File: config.mk
export PLATFORM = sky130hd
export DESIGN_NAME = line_segment_clipper
export DESIGN_NICKNAME = d
export VERILOG_FILES = /design/src/rtl/core/lsc_pkg.sv /design/src/rtl/core/lsc_divider.sv /design/src/rtl/core/lsc_ctrl.sv /design/src/rtl/core/lsc_datapath.sv /design/src/rtl/core/line_segment_clipper.sv
export SDC_FILE = /design/constraint.sdc
export NUM_CORES = 2
export LEC_CHECK = 0
export BUFFER_PORTS_ARGS = -buffer_cell sky130_fd_sc_hd__buf_2
export CORE_UTILIZATION = 55
export CTS_CLUSTER_DIAMETER = 50
export CTS_CLUSTER_SIZE = 25
export DETAILED_ROUTE_END_ITERATION = 8
export HOLD_SLACK_MARGIN = 0.1
export PLACE_DENSITY = 0.82
export REMOVE_ABC_BUFFERS = 1
export SYNTH_ARGS = -nofsm -noshare
export SYNTH_HDL_FRONTEND = slang
export SYNTH_SLANG_ARGS = --single-unit
File: constraint.sdc
create_clock -name clk_i -period 13.5 [get_ports clk_i]
set_clock_uncertainty 0.1 [all_clocks]
set_input_delay 0 -clock clk_i [delete_from_list [all_inputs] [get_ports clk_i]]
set_output_delay 0 -clock clk_i [all_outputs]
set_load 0.005 [all_outputs]
File: src/rtl/core/lsc_pkg.sv
`timescale 1ns / 1ps

package lsc_pkg;

  typedef enum logic [2:0] {
    ST_IDLE,
    ST_CHECK,
    ST_MUL,
    ST_DSTART,
    ST_DIV,
    ST_UPD,
    ST_FIN
  } state_e;

  typedef enum logic [1:0] {
    REG_X_MIN,
    REG_Y_MIN,
    REG_X_END,
    REG_Y_END
  } reg_idx_e;

  localparam logic [3:0] OC_LEFT   = 4'd1;
  localparam logic [3:0] OC_RIGHT  = 4'd2;
  localparam logic [3:0] OC_BOTTOM = 4'd4;
  localparam logic [3:0] OC_TOP    = 4'd8;

  localparam int         PASS_BITS  = 4;
  localparam logic [3:0] MAX_PASSES = 4'd8;

  typedef struct packed {
    logic load;
    logic sel;
    logic mul;
    logic div_start;
    logic upd;
    logic out_load;
  } cmd_t;

  typedef struct packed {
    logic acc;
    logic rej;
    logic den_zero;
    logic div_done;
  } status_t;

endpackage

File: src/rtl/core/lsc_divider.sv
`timescale 1ns / 1ps

module lsc_divider #(
  parameter int COORD_BITS = 16
) (
  input  logic                      clk_i,
  input  logic                      rst_ni,
  input  logic                      start_i,
  input  logic [2*COORD_BITS-1:0]   dividend_i,
  input  logic [COORD_BITS:0]       divisor_i,
  output logic [COORD_BITS-1:0]     quot_o,
  output logic                      done_o
);

  localparam int W     = COORD_BITS;
  localparam int STEPS = 2 * W;
  localparam int CW    = $clog2(STEPS);
  localparam logic [CW-1:0] LAST = CW'(STEPS - 1);

  logic [W:0]       rem_q, rem_d;
  logic [STEPS-1:0] dq_q, dq_d;
  logic [W:0]       divisor_q;
  logic [CW-1:0]    cnt_q;
  logic             busy_q;
  logic             done_q;
  logic [W+1:0]     shifted;
  logic [W+1:0]     diff;
  logic             ge;

  // One restoring step per cycle, quotient bits shift in at the bottom.
  always_comb begin
    shifted = {rem_q, dq_q[STEPS-1]};
    diff    = shifted - {1'b0, divisor_q};
    ge      = shifted >= {1'b0, divisor_q};
    rem_d   = ge ? diff[W:0] : shifted[W:0];
    dq_d    = {dq_q[STEPS-2:0], ge};
  end

  always_ff @(posedge clk_i or negedge rst_ni) begin
    if (!rst_ni) begin
      busy_q <= 1'b0;
      done_q <= 1'b0;
      cnt_q  <= '0;
    end else begin
      done_q <= 1'b0;
      if (start_i) begin
        busy_q <= 1'b1;
        cnt_q  <= '0;
      end else if (busy_q) begin
        cnt_q <= cnt_q + CW'(1);
        if (cnt_q == LAST) begin
          busy_q <= 1'b0;
          done_q <= 1'b1;
        end
      end
    end
  end

  always_ff @(posedge clk_i) begin
    if (start_i) begin
      rem_q     <= '0;
      dq_q      <= dividend_i;
      divisor_q <= divisor_i;
    end else if (busy_q) begin
      rem_q <= rem_d;
      dq_q  <= dq_d;
    end
  end

  assign quot_o = dq_q[W-1:0];
  assign done_o = done_q;

endmodule

File: src/rtl/core/lsc_ctrl.sv
`timescale 1ns / 1ps

module lsc_ctrl (
  input  logic             clk_i,
  input  logic             rst_ni,
  input  logic             in_valid_i,
  output logic             in_ready_o,
  input  logic             out_ready_i,
  output logic             out_valid_o,
  output lsc_pkg::cmd_t    cmd_o,
  input  lsc_pkg::status_t st_i
);

  lsc_pkg::state_e state_q, state_d;
  logic            out_valid_q, out_valid_d;
  logic            out_free;

  assign out_free = !out_valid_q || out_ready_i;

  always_ff @(posedge clk_i or negedge rst_ni) begin
    if (!rst_ni) begin
      state_q     <= lsc_pkg::ST_IDLE;
      out_valid_q <= 1'b0;
    end else begin
      state_q     <= state_d;
      out_valid_q <= out_valid_d;
    end
  end

  always_comb begin
    state_d    = state_q;
    cmd_o      = '0;
    in_ready_o = 1'b0;
    unique case (state_q)
      lsc_pkg::ST_IDLE: begin
        in_ready_o = 1'b1;
        if (in_valid_i) begin
          cmd_o.load = 1'b1;
          state_d    = lsc_pkg::ST_CHECK;
        end
      end
      lsc_pkg::ST_CHECK: begin
        if (st_i.acc || st_i.rej || st_i.den_zero) begin
          if (out_free) begin
            cmd_o.out_load = 1'b1;
            state_d        = lsc_pkg::ST_IDLE;
          end else begin
            state_d = lsc_pkg::ST_FIN;
          end
        end else begin
          cmd_o.sel = 1'b1;
          state_d   = lsc_pkg::ST_MUL;
        end
      end
      lsc_pkg::ST_MUL: begin
        cmd_o.mul = 1'b1;
        state_d   = lsc_pkg::ST_DSTART;
      end
      lsc_pkg::ST_DSTART: begin
        cmd_o.div_start = 1'b1;
        state_d         = lsc_pkg::ST_DIV;
      end
      lsc_pkg::ST_DIV: begin
        if (st_i.div_done) begin
          state_d = lsc_pkg::ST_UPD;
        end
      end
      lsc_pkg::ST_UPD: begin
        cmd_o.upd = 1'b1;
        state_d   = lsc_pkg::ST_CHECK;
      end
      lsc_pkg::ST_FIN: begin
        if (out_free) begin
          cmd_o.out_load = 1'b1;
          state_d        = lsc_pkg::ST_IDLE;
        end
      end
      default: begin
        state_d = lsc_pkg::ST_IDLE;
      end
    endcase
  end

  always_comb begin
    if (cmd_o.out_load) begin
      out_valid_d = 1'b1;
    end else if (out_ready_i) begin
      out_valid_d = 1'b0;
    end else begin
      out_valid_d = out_valid_q;
    end
  end

  assign out_valid_o = out_valid_q;

endmodule

File: src/rtl/core/lsc_datapath.sv
`timescale 1ns / 1ps

module lsc_datapath #(
  parameter int COORD_BITS = 16
) (
  input  logic                         clk_i,
  input  logic                         rst_ni,
  input  lsc_pkg::cmd_t                cmd_i,
  output lsc_pkg::status_t             st_o,
  input  logic signed [COORD_BITS-1:0] win_x_min_i,
  input  logic signed [COORD_BITS-1:0] win_y_min_i,
  input  logic signed [COORD_BITS-1:0] win_x_end_i,
  input  logic signed [COORD_BITS-1:0] win_y_end_i,
  input  logic signed [COORD_BITS-1:0] start_x_i,
  input  logic signed [COORD_BITS-1:0] start_y_i,
  input  logic signed [COORD_BITS-1:0] end_x_i,
  input  logic signed [COORD_BITS-1:0] end_y_i,
  output logic                         accepted_o,
  output logic signed [COORD_BITS-1:0] clip_start_x_o,
  output logic signed [COORD_BITS-1:0] clip_start_y_o,
  output logic signed [COORD_BITS-1:0] clip_end_x_o,
  output logic signed [COORD_BITS-1:0] clip_end_y_o
);

  localparam int W = COORD_BITS;

  function automatic logic [3:0] outcode(
    input logic signed [W-1:0] x,
    input logic signed [W-1:0] y,
    input logic signed [W:0]   xmn,
    input logic signed [W:0]   ymn,
    input logic signed [W:0]   xmx,
    input logic signed [W:0]   ymx
  );
    logic [3:0]        c;
    logic signed [W:0] xe;
    logic signed [W:0] ye;
    c  = '0;
    xe = {x[W-1], x};
    ye = {y[W-1], y};
    if (xe < xmn) begin
      c = c | lsc_pkg::OC_LEFT;
    end else if (xe > xmx) begin
      c = c | lsc_pkg::OC_RIGHT;
    end
    if (ye < ymn) begin
      c = c | lsc_pkg::OC_BOTTOM;
    end else if (ye > ymx) begin
      c = c | lsc_pkg::OC_TOP;
    end
    return c;
  endfunction

  logic signed [W:0] xmin, ymin, xmax, ymax;

  assign xmin = {win_x_min_i[W-1], win_x_min_i};
  assign ymin = {win_y_min_i[W-1], win_y_min_i};
  assign xmax = {win_x_end_i[W-1], win_x_end_i} - {{W{1'b0}}, 1'b1};
  assign ymax = {win_y_end_i[W-1], win_y_end_i} - {{W{1'b0}}, 1'b1};

  logic signed [W-1:0] x0_q, y0_q, x1_q, y1_q;
  logic signed [W-1:0] ax_q, ay_q, bx_q, by_q;
  logic [3:0]          c0_q, c1_q;
  logic [lsc_pkg::PASS_BITS-1:0] pass_q;

  // Selection of the boundary and the crossing operands.
  logic [3:0]          co;
  logic                side_b;
  logic                vert;
  logic signed [W:0]   bound;
  logic signed [W-1:0] o0, o1, m0, m1;
  logic signed [W+1:0] num;
  logic signed [W:0]   den;
  logic signed [W:0]   mul;

  always_comb begin
    side_b = c1_q > c0_q;
    co     = side_b ? c1_q : c0_q;
    vert   = |(co & (lsc_pkg::OC_TOP | lsc_pkg::OC_BOTTOM));
    if (vert) begin
      bound = (|(co & lsc_pkg::OC_TOP)) ? ymax : ymin;
      o0    = y0_q;
      o1    = y1_q;
      m0    = x0_q;
      m1    = x1_q;
    end else begin
      bound = (|(co & lsc_pkg::OC_RIGHT)) ? xmax : xmin;
      o0    = x0_q;
      o1    = x1_q;
      m0    = y0_q;
      m1    = y1_q;
    end
    num = {bound[W], bound} - {{2{o0[W-1]}}, o0};
    den = {o1[W-1], o1} - {o0[W-1], o0};
    mul = {m1[W-1], m1} - {m0[W-1], m0};
  end

  logic signed [W+1:0] num_q;
  logic signed [W:0]   den_q, mul_q, bound_q;
  logic signed [W-1:0] base_q;
  logic                vert_q, side_q;

  logic [W+1:0]   num_neg;
  logic [W:0]     den_neg, mul_neg;
  logic [W:0]     num_mag, den_mag, mul_mag;
  logic [2*W+1:0] prod_full;

  always_comb begin
    num_neg   = -num_q;
    den_neg   = -den_q;
    mul_neg   = -mul_q;
    num_mag   = num_q[W+1] ? num_neg[W:0] : num_q[W:0];
    den_mag   = den_q[W] ? den_neg : den_q;
    mul_mag   = mul_q[W] ? mul_neg : mul_q;
    prod_full = {{(W+1){1'b0}}, mul_mag} * {{(W+1){1'b0}}, num_mag};
  end

  logic [2*W-1:0] prod_q;
  logic [W:0]     den_mag_q;
  logic           neg_q;
  logic [W-1:0]   quot;
  logic           div_done;

  lsc_divider #(
    .COORD_BITS (COORD_BITS)
  ) u_divider (
    .clk_i      (clk_i),
    .rst_ni     (rst_ni),
    .start_i    (cmd_i.div_start),
    .dividend_i (prod_q),
    .divisor_i  (den_mag_q),
    .quot_o     (quot),
    .done_o     (div_done)
  );

  // Crossing point and its new outcode.
  logic [W-1:0]        qs;
  logic signed [W-1:0] v, bw, nx, ny;
  logic [3:0]          ncode;
  logic [3:0]          code_s, code_e;

  always_comb begin
    qs     = neg_q ? -quot : quot;
    v      = base_q + qs;
    bw     = bound_q[W-1:0];
    nx     = vert_q ? v : bw;
    ny     = vert_q ? bw : v;
    ncode  = outcode(nx, ny, xmin, ymin, xmax, ymax);
    code_s = outcode(start_x_i, start_y_i, xmin, ymin, xmax, ymax);
    code_e = outcode(end_x_i, end_y_i, xmin, ymin, xmax, ymax);
  end

  always_ff @(posedge clk_i or negedge rst_ni) begin
    if (!rst_ni) begin
      c0_q   <= '0;
      c1_q   <= '0;
      pass_q <= '0;
    end else if (cmd_i.load) begin
      c0_q   <= code_s;
      c1_q   <= code_e;
      pass_q <= '0;
    end else if (cmd_i.sel) begin
      pass_q <= pass_q + lsc_pkg::PASS_BITS'(1);
    end else if (cmd_i.upd) begin
      if (side_q) begin
        c1_q <= ncode;
      end else begin
        c0_q <= ncode;
      end
    end
  end

  always_ff @(posedge clk_i) begin
    if (cmd_i.load) begin
      x0_q <= start_x_i;
      y0_q <= start_y_i;
      x1_q <= end_x_i;
      y1_q <= end_y_i;
      ax_q <= start_x_i;
      ay_q <= start_y_i;
      bx_q <= end_x_i;
      by_q <= end_y_i;
    end
    if (cmd_i.sel) begin
      num_q   <= num;
      den_q   <= den;
      mul_q   <= mul;
      bound_q <= bound;
      base_q  <= m0;
      vert_q  <= vert;
      side_q  <= side_b;
    end
    if (cmd_i.mul) begin
      prod_q    <= prod_full[2*W-1:0];
      den_mag_q <= den_mag;
      neg_q     <= mul_q[W] ^ num_q[W+1] ^ den_q[W];
    end
    if (cmd_i.upd) begin
      if (side_q) begin
        bx_q <= nx;
        by_q <= ny;
      end else begin
        ax_q <= nx;
        ay_q <= ny;
      end
    end
  end

  logic acc;

  assign acc = (c0_q | c1_q) == 4'd0;

  always_comb begin
    st_o          = '0;
    st_o.acc      = acc;
    st_o.rej      = (|(c0_q & c1_q)) || (pass_q == lsc_pkg::MAX_PASSES);
    st_o.den_zero = den == '0;
    st_o.div_done = div_done;
  end

  logic                acc_out_q;
  logic signed [W-1:0] sx_q, sy_q, ex_q, ey_q;

  always_ff @(posedge clk_i) begin
    if (cmd_i.out_load) begin
      acc_out_q <= acc;
      sx_q      <= acc ? ax_q : '1;
      sy_q      <= acc ? ay_q : '1;
      ex_q      <= acc ? bx_q : '1;
      ey_q      <= acc ? by_q : '1;
    end
  end

  assign accepted_o     = acc_out_q;
  assign clip_start_x_o = sx_q;
  assign clip_start_y_o = sy_q;
  assign clip_end_x_o   = ex_q;
  assign clip_end_y_o   = ey_q;

endmodule

File: src/rtl/core/line_segment_clipper.sv
`timescale 1ns / 1ps

// Line segment clipper with Cohen-Sutherland outcodes against a half-open window.
// The input channel (in_valid_i / in_ready_o) carries one request: a segment
// given by its start and end points. The output channel (out_valid_o / out_ready_i)
// returns one result per request: the clipped segment with accepted set, or all
// ones in every coordinate with accepted clear.
// The window bounds are written through cfg_we_i, cfg_idx_i and cfg_data_i while
// the block is idle; the user is bound to this, the block itself does not enforce it.
// They reset to a minimum of 0 and an exclusive end of 32767.
// out_valid_o rises after the last clip pass of an accepted request, and the block
// is ready for the next request in that same cycle. A segment takes 0 to 8 clip
// passes, each dominated by the shared restoring divider, which retires one
// quotient bit per cycle.
// One request is processed at a time. A finished result sits in the output
// register, so a new request is accepted while the receiver stalls; if the
// next result finishes before the old one is taken, the block waits.
// Reset returns the controller to idle, drops out_valid_o and restores the
// window registers.

module line_segment_clipper #(
  parameter int COORD_BITS = 16
) (
  input  logic                         clk_i,
  input  logic                         rst_ni,
  input  logic                         cfg_we_i,
  input  logic [1:0]                   cfg_idx_i,
  input  logic [COORD_BITS-1:0]        cfg_data_i,
  input  logic                         in_valid_i,
  output logic                         in_ready_o,
  input  logic signed [COORD_BITS-1:0] start_x_i,
  input  logic signed [COORD_BITS-1:0] start_y_i,
  input  logic signed [COORD_BITS-1:0] end_x_i,
  input  logic signed [COORD_BITS-1:0] end_y_i,
  output logic                         out_valid_o,
  input  logic                         out_ready_i,
  output logic                         accepted_o,
  output logic signed [COORD_BITS-1:0] clip_start_x_o,
  output logic signed [COORD_BITS-1:0] clip_start_y_o,
  output logic signed [COORD_BITS-1:0] clip_end_x_o,
  output logic signed [COORD_BITS-1:0] clip_end_y_o
);

  localparam int W = COORD_BITS;
  localparam logic [W-1:0] END_RESET = W'(32767);

  logic signed [W-1:0] win_x_min_q, win_y_min_q, win_x_end_q, win_y_end_q;

  always_ff @(posedge clk_i or negedge rst_ni) begin
    if (!rst_ni) begin
      win_x_min_q <= '0;
      win_y_min_q <= '0;
      win_x_end_q <= END_RESET;
      win_y_end_q <= END_RESET;
    end else if (cfg_we_i) begin
      unique case (lsc_pkg::reg_idx_e'(cfg_idx_i))
        lsc_pkg::REG_X_MIN: win_x_min_q <= cfg_data_i;
        lsc_pkg::REG_Y_MIN: win_y_min_q <= cfg_data_i;
        lsc_pkg::REG_X_END: win_x_end_q <= cfg_data_i;
        lsc_pkg::REG_Y_END: win_y_end_q <= cfg_data_i;
        default: begin
        end
      endcase
    end
  end

  lsc_pkg::cmd_t    cmd;
  lsc_pkg::status_t st;

  lsc_ctrl u_ctrl (
    .clk_i       (clk_i),
    .rst_ni      (rst_ni),
    .in_valid_i  (in_valid_i),
    .in_ready_o  (in_ready_o),
    .out_ready_i (out_ready_i),
    .out_valid_o (out_valid_o),
    .cmd_o       (cmd),
    .st_i        (st)
  );

  lsc_datapath #(
    .COORD_BITS (COORD_BITS)
  ) u_datapath (
    .clk_i          (clk_i),
    .rst_ni         (rst_ni),
    .cmd_i          (cmd),
    .st_o           (st),
    .win_x_min_i    (win_x_min_q),
    .win_y_min_i    (win_y_min_q),
    .win_x_end_i    (win_x_end_q),
    .win_y_end_i    (win_y_end_q),
    .start_x_i      (start_x_i),
    .start_y_i      (start_y_i),
    .end_x_i        (end_x_i),
    .end_y_i        (end_y_i),
    .accepted_o     (accepted_o),
    .clip_start_x_o (clip_start_x_o),
    .clip_start_y_o (clip_start_y_o),
    .clip_end_x_o   (clip_end_x_o),
    .clip_end_y_o   (clip_end_y_o)
  );

endmodule

==> results.rst <==
.. list-table::
   :header-rows: 1

   * - Metric
     - Value
   * - Outcome
     - finished, final reports clean
   * - Initial DRC count
     - 2566
   * - Drt first pass iters
     - 6
   * - Effective utilization at floorplan
     - 0.558
   * - Buffer cell driving the clock tree root
     - clkbuf_16
   * - # clock sinks
     - 482
   * - Utilization of the core after routing
     - 0.637
   * - Placeable core region
     - a little under 70000 um2
   * - Hold Path Sink
     - u_datapath.y1_q[1]$_DFFE_PP_
   * - WS Path Type
     - reg -> reg
   * - Worst rel slew slack
     - 0.196
   * - DR vias/cell
     - approximately 5.9
   * - Syn. warnings
     - 0
   * - Worst r2r dst
     - u_datapath.prod_q[31]$_DFFE_PP_
   * - Total global-route track usage
     - 0.310
   * - Clock-pin slew of the registers on the worst-case setup and hold paths
     - ~0.070 ns
   * - Total setup violations reported at the end of the flow
     - 0
   * - DPL Wire Length
     - between 80 and 90 mm
   * - Skew-Pair Late Insertion Delay
     - between 0.6 and 0.7 ns
   * - TritonCTS Buffers
     - between 50 and 60
   * - Leading post-synthesis cells by cell area
     - edfxtp_1 (25%), ha_1 (13%), fa_1 (12%)
   * - Number of antenna repair diodes
     - 0
   * - Buffers added on ports
     - between 150 and 200
   * - Worst reg-to-reg setup slack
     - ~4.6 ns
   * - Inst Count DP
     - roughly 4.8k
   * - Net total in the final layout
     - roughly 4.8k
   * - Total non-filler cell area in the finished layout
     - roughly 43000 um2
   * - Path category of the worst min-delay check
     - in -> reg
   * - Site row count
     - between 90 and 100
   * - Drt total wl
     - between 100 and 150 mm
   * - Count of max-cap constraint violations
     - 0
   * - P&R area growth vs syn
     - 14.3%
   * - CTS tree
     - yes
   * - Largest area contributor in the synthesized netlist
     - edfxtp_1
   * - Number of hold violations in the final report
     - 0
   * - Layout cell share with drive strength beyond 1
     - 0.130
   * - # fillers
     - 5243
   * - Die Y-Extent
     - about 260 um
   * - Maximum clock rate
     - 0.113 GHz
   * - Routability congestion estimate from global placement
     - 0.995
   * - Clock period minus final worst setup slack
     - 8.88 ns
   * - Area enclosed by the die boundary
     - a little under 70000 um2
   * - Launch point of the worst reg-to-reg path
     - u_datapath.num_q[0]$_DFFE_PP_
   * - Crit path capture type
     - flop
   * - Number of global-route vias before repair
     - 30.6k
   * - Maximum level of the CTS H-tree
     - 2
   * - Pin count of the biggest net entering global routing
     - 73
   * - Setup crit start kind
     - flop
   * - Global-route wire length before repair
     - roughly 170 mm
   * - Total vias in the final route
     - roughly 30k
   * - Cell depth of the worst min-delay path
     - 2
   * - Slew at the pin with the worst max-slew slack
     - roughly 1.2 ns
   * - Top flip-flop cell by instance count after synthesis
     - edfxtp_1
   * - Top-Level Pins
     - 154
   * - Unique cell type count in the Yosys netlist
     - 74
   * - Setup Total Neg Slack
     - 0 ns
   * - Clk buf depth
     - 3
   * - Antenna-violating nets left
     - 0
   * - Number of instances in the synthesized netlist
     - ~3.8k
   * - DRC
     - 0
   * - Final routed wire length divided by cell count
     - ~21 um
   * - Worst hold start
     - end_y_i[1]
   * - Die width
     - between 200 and 300 um
   * - Final critical-path share of the clock period
     - 0.658
   * - Portion of the post-synthesis area used by sequential elements
     - 0.354
   * - Cell area reported after detailed placement
     - 39500 um2
   * - Proportion of synthesized flip-flops having asynchronous set or reset
     - 0.180
   * - Number of antenna violations at the first check in global routing
     - 1
   * - Total overflow reported by the global router
     - 0
   * - Final-report max-slew violation count
     - 0
   * - Setup repair after global routing missed its margin
     - false
   * - Count of cells along the worst register-to-register path
     - 27
   * - Area share of the largest cell type after synthesis
     - 0.251
   * - Final Non-Filler Cells
     - a little over 5k
   * - Post-synthesis area per instance
     - 9.85 um2
   * - Synthesized cell area
     - between 30000 and 40000 um2
   * - Max FO, Critical Path
     - 17
   * - Data required time at the worst endpoint
     - between 10 and 15 ns
   * - Flip-flop and latch count after synthesis
     - approximately 480
   * - Number of enable-type register cells in the synthesized netlist
     - around 310
   * - Data arrival time of the worst path
     - about 9.1 ns
[kinds of logic (layout without fill, tap and decap cells)]
logic type	after synthesis	in the layout	share of synthesized area
compound gates	620	620	0.105
fa+ha+maj	620	620	0.252
simple gates	1190	1190	0.144
buf+inv	543	897	0.0546
flops	482	482	0.354
xor+xnor	204	204	0.0476
mux	148	148	0.0432
[layer usage]
layer	track usage	share of wire	wire length, um	up-vias
li1	-	-	-	13700
met1	0.379	0.38	41100	14300
met2	0.534	0.49	52100	1413
met3	0.0399	0.070	7550	338
met4	0.166	0.059	6370	0
met5	0	0	0	-
[critical path, cell delays in order (launching register included)]
cell and delay (ns):
edfxtp_1 0.66, inv_1 0.25, ha_1 0.22, nand2_1 0.07, or2_2 0.30, nand2b_1 0.18
o41ai_1 0.52, xnor2_1 0.40, nand2_1 0.17, fa_1 0.58, fa_1 0.50, inv_1 0.05
fa_1 0.49, fa_1 0.43, fa_1 0.49, inv_1 0.05, fa_1 0.48, inv_1 0.04
ha_1 0.35, a21o_1 0.21, a21o_1 0.19, a21o_1 0.17, a21o_1 0.17, a221oi_1 0.59
o21ai_0 0.33, a221o_1 0.37, a21oi_1 0.17, xnor2_1 0.09
[how the worst max path moves through the flow]
stage | from | to | slack [ns] | cells after the start
CTS | u_datapath.num_q[0]$_DFFE_PP_ | u_datapath.prod_q[31]$_DFFE_PP_ | 4.62 | 27
finish | u_datapath.num_q[0]$_DFFE_PP_ | u_datapath.prod_q[31]$_DFFE_PP_ | 4.62 | 27
floorplan | u_datapath.c1_q[3]$_DFFE_PN0P_ | u_datapath.accepted_o$_DFFE_PP_ | 3.48 | 19
global route | u_datapath.num_q[0]$_DFFE_PP_ | u_datapath.prod_q[31]$_DFFE_PP_ | 4.18 | 27
global placement | u_datapath.mul_q[3]$_DFFE_PP_ | u_datapath.prod_q[31]$_DFFE_PP_ | 4.77 | 25
detailed placement | u_datapath.num_q[0]$_DFFE_PP_ | u_datapath.prod_q[31]$_DFFE_PP_ | 4.66 | 27
[cell type report]
type | instances | area (um2) | area share
tap | 873 | 1090 | 0.0255
timing repair buffer | 371 | 2830 | 0.0660
multi-input combinational | 2782 | 22300 | 0.519
clock inverter | 41 | 482 | 0.0112
inverter | 431 | 1620 | 0.0378
sequential | 482 | 13300 | 0.309
clock buffer | 54 | 1310 | 0.0305
[flip-flops by register name, indices dropped and copies added (netlist names), 17 cells and up]
name and count:
u_datapath.prod_q 32, u_datapath.u_divider.dq_q 32, u_datapath.num_q 18, u_datapath.den_mag_q 17, u_datapath.den_q 17, u_datapath.mul_q 17, u_datapath.u_divider.divisor_q 17, u_datapath.u_divider.rem_q 17
[placed cells by master, fill, tap and decap left out, types with 18 or more instances in the layout]
master	n
nand2b_1	36
inv_1	428
a211oi_1	50
nor2_1	313
o31ai_1	19
mux2i_1	34
nand3_1	35
and3_1	30
buf_4	57
or2_2	72
nand2_1	503
dlygate4sd3_1	160
nor2b_1	39
mux2_2	112
ha_1	392
nand4_1	30
nor4_1	19
nor3_1	37
a21o_1	70
or3_1	18
fa_1	228
a21oi_1	161
dfstp_2	30
a31oi_1	52
dfrtp_1	57
o21ai_0	135
xnor2_1	140
buf_2	152
o21a_1	33
xor2_1	62
clkbuf_16	52
edfxtp_1	314
dfxtp_1	81
[cell usage after synthesis (72+ instances only)]
library cell  number
inv_1            431
fa_1             228
o21ai_0          136
xnor2_1          142
a21oi_1          161
ha_1             392
edfxtp_1         314
dfxtp_1           81
mux2_2           112
clkbuf_1         104
or2_2             72
nor2_1           316
nand2_1          504
[per-stage QoR]
step | hold WS (ns) | worst slack [ns]
after global routing | 0.111 | 4.18
after floorplan | -0.396 | 3.48
final | 0.111 | 4.62
after CTS | 0.100 | 4.62
after detailed placement | -0.114 | 4.66
after global placement | -0.116 | 4.77
[timing repair]
item,in CTS,in global routing
hold buffers,161,0
buffers inserted,0,0
endpoints found under the hold margin,289,0
resized for setup,0,0
Power is not shown: default switching activity piles up to over one toggle a cycle in this logic, so the estimate is an artifact.
